$ cat src/sv/kex_pkg.sv
// Package for the keyed extent table: sizes, field widths, status codes,
// word layouts and the controller/datapath command and status structs.
// No dependencies.
package kex_pkg;

  localparam int TABLE_DEPTH = 1024;
  localparam int ADDR_W      = $clog2(TABLE_DEPTH);
  localparam int CNT_W       = ADDR_W + 1;

  localparam int ID_W     = 32;
  localparam int BOUND_W  = 24;
  localparam int POS_W    = 10;
  localparam int COUNT_W  = 11;
  localparam int STATUS_W = 3;

  localparam logic CMD_UPDATE = 1'b0;
  localparam logic CMD_READ   = 1'b1;

  localparam logic [STATUS_W-1:0] ST_WIDENED  = 3'd0;
  localparam logic [STATUS_W-1:0] ST_INSERTED = 3'd1;
  localparam logic [STATUS_W-1:0] ST_FULL     = 3'd2;
  localparam logic [STATUS_W-1:0] ST_READ_OK  = 3'd3;
  localparam logic [STATUS_W-1:0] ST_READ_BAD = 3'd4;

  typedef struct packed {
    logic               cmd;
    logic [ID_W-1:0]    item_id;
    logic [BOUND_W-1:0] range_lo;
    logic [BOUND_W-1:0] range_hi;
    logic [POS_W-1:0]   read_index;
  } req_word_t;

  typedef struct packed {
    logic [STATUS_W-1:0] status;
    logic [POS_W-1:0]    position;
    logic [ID_W-1:0]     entry_id;
    logic [BOUND_W-1:0]  entry_lo;
    logic [BOUND_W-1:0]  entry_hi;
    logic [COUNT_W-1:0]  entry_count;
  } rsp_word_t;

  typedef struct packed {
    logic [ID_W-1:0]    key;
    logic [BOUND_W-1:0] lo;
    logic [BOUND_W-1:0] hi;
  } entry_t;

  typedef struct packed {
    logic ready;
    logic srch_rd;
    logic srch_step;
    logic chk_rd;
    logic widen;
    logic drop;
    logic shift_init;
    logic shift_rd;
    logic shift_wr;
    logic insert;
    logic read_rd;
    logic read_ok;
    logic read_bad;
    logic emit;
  } dp_cmd_t;

  typedef struct packed {
    logic req_valid;
    logic req_read;
    logic search_open;
    logic match;
    logic full;
    logic shift_more;
    logic read_in;
    logic out_free;
  } dp_stat_t;

endpackage

$ cat src/sv/kex_ctrl.sv
// Controller state machine of the keyed extent table: sequences the binary
// search, the compare, the tail shift, the indexed read and the result hand-off. Depends on kex_pkg.
module kex_ctrl import kex_pkg::*; (
  input  logic     clk,
  input  logic     rst,
  input  dp_stat_t stat,
  output dp_cmd_t  cmd
);

  localparam logic [3:0] S_IDLE   = 4'd0;
  localparam logic [3:0] S_SRCH   = 4'd1;
  localparam logic [3:0] S_CMP    = 4'd2;
  localparam logic [3:0] S_CHK    = 4'd3;
  localparam logic [3:0] S_SHIFT  = 4'd4;
  localparam logic [3:0] S_SHWR   = 4'd5;
  localparam logic [3:0] S_RD     = 4'd6;
  localparam logic [3:0] S_RDWAIT = 4'd7;
  localparam logic [3:0] S_EMIT   = 4'd8;

  logic [3:0] state;
  logic [3:0] state_next;

  always_ff @(posedge clk) begin
    if (rst) begin
      state <= S_IDLE;
    end else begin
      state <= state_next;
    end
  end

  always_comb begin
    cmd        = '0;
    state_next = state;
    unique case (state)
      S_IDLE: begin
        cmd.ready = 1'b1;
        if (stat.req_valid) begin
          state_next = stat.req_read ? S_RD : S_SRCH;
        end
      end
      S_SRCH: begin
        if (stat.search_open) begin
          cmd.srch_rd = 1'b1;
          state_next  = S_CMP;
        end else begin
          cmd.chk_rd = 1'b1;
          state_next = S_CHK;
        end
      end
      S_CMP: begin
        cmd.srch_step = 1'b1;
        state_next    = S_SRCH;
      end
      S_CHK: begin
        if (stat.match) begin
          cmd.widen  = 1'b1;
          state_next = S_EMIT;
        end else if (stat.full) begin
          cmd.drop   = 1'b1;
          state_next = S_EMIT;
        end else begin
          cmd.shift_init = 1'b1;
          state_next     = S_SHIFT;
        end
      end
      S_SHIFT: begin
        if (stat.shift_more) begin
          cmd.shift_rd = 1'b1;
          state_next   = S_SHWR;
        end else begin
          cmd.insert = 1'b1;
          state_next = S_EMIT;
        end
      end
      S_SHWR: begin
        cmd.shift_wr = 1'b1;
        state_next   = S_SHIFT;
      end
      S_RD: begin
        if (stat.read_in) begin
          cmd.read_rd = 1'b1;
          state_next  = S_RDWAIT;
        end else begin
          cmd.read_bad = 1'b1;
          state_next   = S_EMIT;
        end
      end
      S_RDWAIT: begin
        cmd.read_ok = 1'b1;
        state_next  = S_EMIT;
      end
      S_EMIT: begin
        if (stat.out_free) begin
          cmd.emit   = 1'b1;
          state_next = S_IDLE;
        end
      end
      default: begin
        state_next = S_IDLE;
      end
    endcase
  end

endmodule

$ cat config.mk
export PLATFORM = sky130hd
export DESIGN_NAME = kex_ctrl
export DESIGN_NICKNAME = d
export VERILOG_FILES = /design/src/sv/kex_pkg.sv /design/src/sv/kex_ctrl.sv
export SDC_FILE = /design/constraint.sdc
export NUM_CORES = 1
export LEC_CHECK = 0
export BUFFER_PORTS_ARGS = -buffer_cell sky130_fd_sc_hd__buf_2
export CAP_MARGIN = 20
export CORE_AREA = 4 4 41 43
export DETAILED_ROUTE_END_ITERATION = 16
export DIE_AREA = 0 0 45 47
export PLACE_DENSITY = 0.58
export SYNTH_ARGS = -nofsm -noshare
export SYNTH_HDL_FRONTEND = slang
export SYNTH_SLANG_ARGS = --single-unit
$ cat constraint.sdc
create_clock -name clk -period 1.1 [get_ports clk]
set_input_delay 0.275 -clock clk [delete_from_list [all_inputs] [get_ports clk]]
set_output_delay 0.275 -clock clk [all_outputs]
set_load 0.01 [all_outputs]
==> reports/results.md <==
| Group | Item | This run |
|:---|:---|:---|
| run status | Status | complete, but fails checks |
| run status | Violations in the final reports | setup timing |
| worst setup path | Largest driver fanout on the critical path | 6 |
| synth | Post-Synthesis Cells | 51 |
| clock tree | H-tree depth reported by CTS | 1 |
| timing | Total setup violations reported at the end of the flow | 18 |
| clock tree | Number of buffers inserted by hold repair at cts | 0 |
| finish | Most common cell after layout, fill and taps aside | buf_2 |
| placement | Routability congestion estimate | 0.7729 |
| worst setup path | Crit path top cell by count | buf_2 |
| placement | Placement Cell Area | 649.4 um2 |
| floorplan | Core Region | 1301 um2 |
| finish | Share of post-route cells with drive strength above 1 | 69.66% |
| clock tree | Total clock buffers created by CTS | 3 |
| min path | Class of the worst hold path | in2reg |
| global routing | Vias in the first global route | 511 |
| synth | Flip-flop and latch count after synthesis | 4 |
| clock tree | Clock transition time at the flip-flop clock pins of the worst setup and hold paths | 0.04 ns |
| synth | EDFF count, synth | 0 |
| worst setup path | Cells traversed along the worst timing path | buf_2, buf_4, nand2_1, nor3_1, buf_2 |
| route | Routed wire length | 1.197 mm |
| placement | Number of buffers added on ports | 23 |
| placement | Pre-CTS WS | -0.2379 ns |
| floorplan | Vertical die dimension | 47 um |
| finish | Design Area, Final | 765.7 um2 |
| route | Average detailed-routed wire length per instance | 11.51 um |
| route | Iter 0 DRT Violations | 2 |
| synth | Average instance area after synthesis | 7.826 um2 |
| synth | Yosys warnings | 0 |
| placement | DPL Wire Length | 901.7 um |
| timing | Slew HR | 84.80% |
| finish | Number of flip-flops under the largest register name | 4 |
| route | Drt via density | 5.038 |
| synth | Post-synth design cell area | 399.1 um2 |
| global routing | Overall global routing resource usage | 12.56% |
| route | First drt pass iteration count | 2 |
| finish | Most frequent cells in the layout | buf_2 (23), buf_4 (11), buf_6 (5) |
| route | Vias post-DR | 524 |
| clock tree | Clock tree sinks | 4 |
| timing | Max Slew Vio Count | 0 |
| timing | Aggregate negative setup slack | -4.941 ns |
| timing | Unrepaired setup endpoints after global routing | yes |
| synth | Fraction of the yosys area taken by sequential cells | 20.06% |
| worst setup path | Startpoint types | flip-flop |
| worst setup path | Element type at the critical path end | output pin |
| floorplan | Die width | 45 um |
| finish | Area Growth Syn to Fin | 91.85% |
| clock tree | Clock tree from TritonCTS | done |
| timing | Worst Max-Slew Pin Slew | 0.2262 ns |
| route | Final antenna-violating net count | 0 |
| worst setup path | Type of the worst setup path | reg2out |
| pwr | Total power per unit cell area | 1299 nW/um2 |
| job | Max_cap viols | 0 |
| floorplan | Site Rows | 13 |
| global routing | Maximum number of pins on one net before global-route repair | 10 |
| timing | Hold Vio Cnt, Final | 0 |
| timing | Final Cycle Share | 133.6% |
| synth | Async SR Flop Fraction | 0% |
| global routing | Initial antenna violation count | 0 |
| finish | Fillers | 128 |
| synth | Synth unique cells | 33 |
| global routing | First-pass GRT wire length | 1.973 mm |
| global routing | Total global routing overflow | 0 |
| pwr | Peak VDD IR | 969.1 uV |
| floorplan | IO Count | 24 |
| synth | Primary FF master, synth | dfxtp_1 |
| finish | Number of nets in the layout | 101 |
| route | DRC errors left | 0 |
| clock tree | Clock root buffer master | clkbuf_4 |
| finish | Top flop regs | state: 4 flops |
| clock tree | Clk_lat worst skew | 0.23 ns |
| finish | Utilization after layout | 58.85% |
| worst setup path | Crit path arrival time | 1.19 ns |
| worst setup path | Endpoint required time on the critical path | 0.82 ns |
| clock tree | Maximum count of clock buffers along a single path | 2 |
| floorplan | Total die area | 2115 um2 |
| synth | Syn nets | 61 |
| timing | Clock Skew | 0.0006320 ns |
| timing | Post-layout minimum cycle time | 1.470 ns |
| worst setup path | Max incr delay on CP | 0.36 ns |
| pwr | Total leakage power | 0.3807 nW |
| finish | Biggest register | state |
| floorplan | Effective utilization at floorplan | 30.67% |
| finish | Count of antenna diodes in the layout | 0 |
| worst setup path | Slowest stage cell on the critical path | dfxtp_4 |
| timing | Min setup slack post-route | -0.3699 ns |
| timing | Max Clock Freq | 680.3 MHz |
## worst paths after layout
kind | slack, ns | cells past startpoint | startpoint | to
setup / recovery | -0.37 | 5 | state[2] | cmd[5]
hold / removal | 0.22 | 2 | rst | state[3]
setup reg to reg | -0.20 | 5 | state[3] | state[3]
hold reg to reg | 0.64 | 3 | state[1] | state[1]
## layout make-up
cell class,instances,area (um2),area share [%]
sequential,4,92.59,12.09
inverter,1,3.754,0.4902
tap,15,18.77,2.451
clock buffer,3,22.52,2.941
multi-input combinational,42,374.1,48.86
timing repair buffer,39,254.0,33.17
## cells by family after synthesis
| logic type | Yosys count | synth area share [%] |
|---|---|---|
| DFF | 4 | 20.06 |
| and+or+nand+nor | 30 | 49.22 |
| AOI/OAI and AO/OA | 11 | 19.44 |
| muxes | 1 | 2.508 |
| buffers and inverters | 5 | 8.774 |
## stage by stage
stage / power, mW / cells / hold WS [ns]
global route: 1.081 / 104 / 0.2055
floorplan: 0.5434 / 51 / 0.3444
finish: 0.9945 / 104 / 0.2151
detailed placement: 0.7091 / 97 / 0.4629
CTS: 0.9795 / 103 / 0.2093
global placement: 0.7037 / 97 / 0.4634
## power breakdown
part | switching [mW] | internal (mW)
clock network | 0.0541 | 0.122
registers | 0.0583 | 0.183
logic | 0.249 | 0.329
total | 0.362 | 0.633
## worst max-delay path, delay by kind of cell (launching register included)
family                 cells  cell delay [ns]
DFF                        1             0.36
buffers and inverters      3             0.42
and+or+nand+nor            2             0.18
## what timing repair did
action                                  CTS  global route
endpoints found under the setup margin   18            18
setup buffers                             3             1
cloned                                    0             0
pin swaps                                 2             7
resized for setup                        12             5
## synthesized netlist by cell type, drive strengths merged, types with 2 or more instances
cell | count | share of area, %
dfxtp | 4 | 20
and3 | 2 | 3.1
and2 | 2 | 3.1
nor3 | 3 | 3.8
nand2b | 2 | 3.1
nand2 | 2 | 1.9
buf | 3 | 6.9
o21ai | 3 | 3.8
and3b | 2 | 4.4
nor4 | 2 | 4.7
a21oi | 3 | 4.7
nor2 | 5 | 4.7
## metal layers
layer  up-vias  track usage, %  share of wire [%]
met5         -               0                  0
met4         0               0                  0
met3         0           6.130                8.4
met2        23           21.75                 48
met1       235           15.00                 43
li1        266               -                  -
Note: power is estimated with default switching activity, not from simulation.
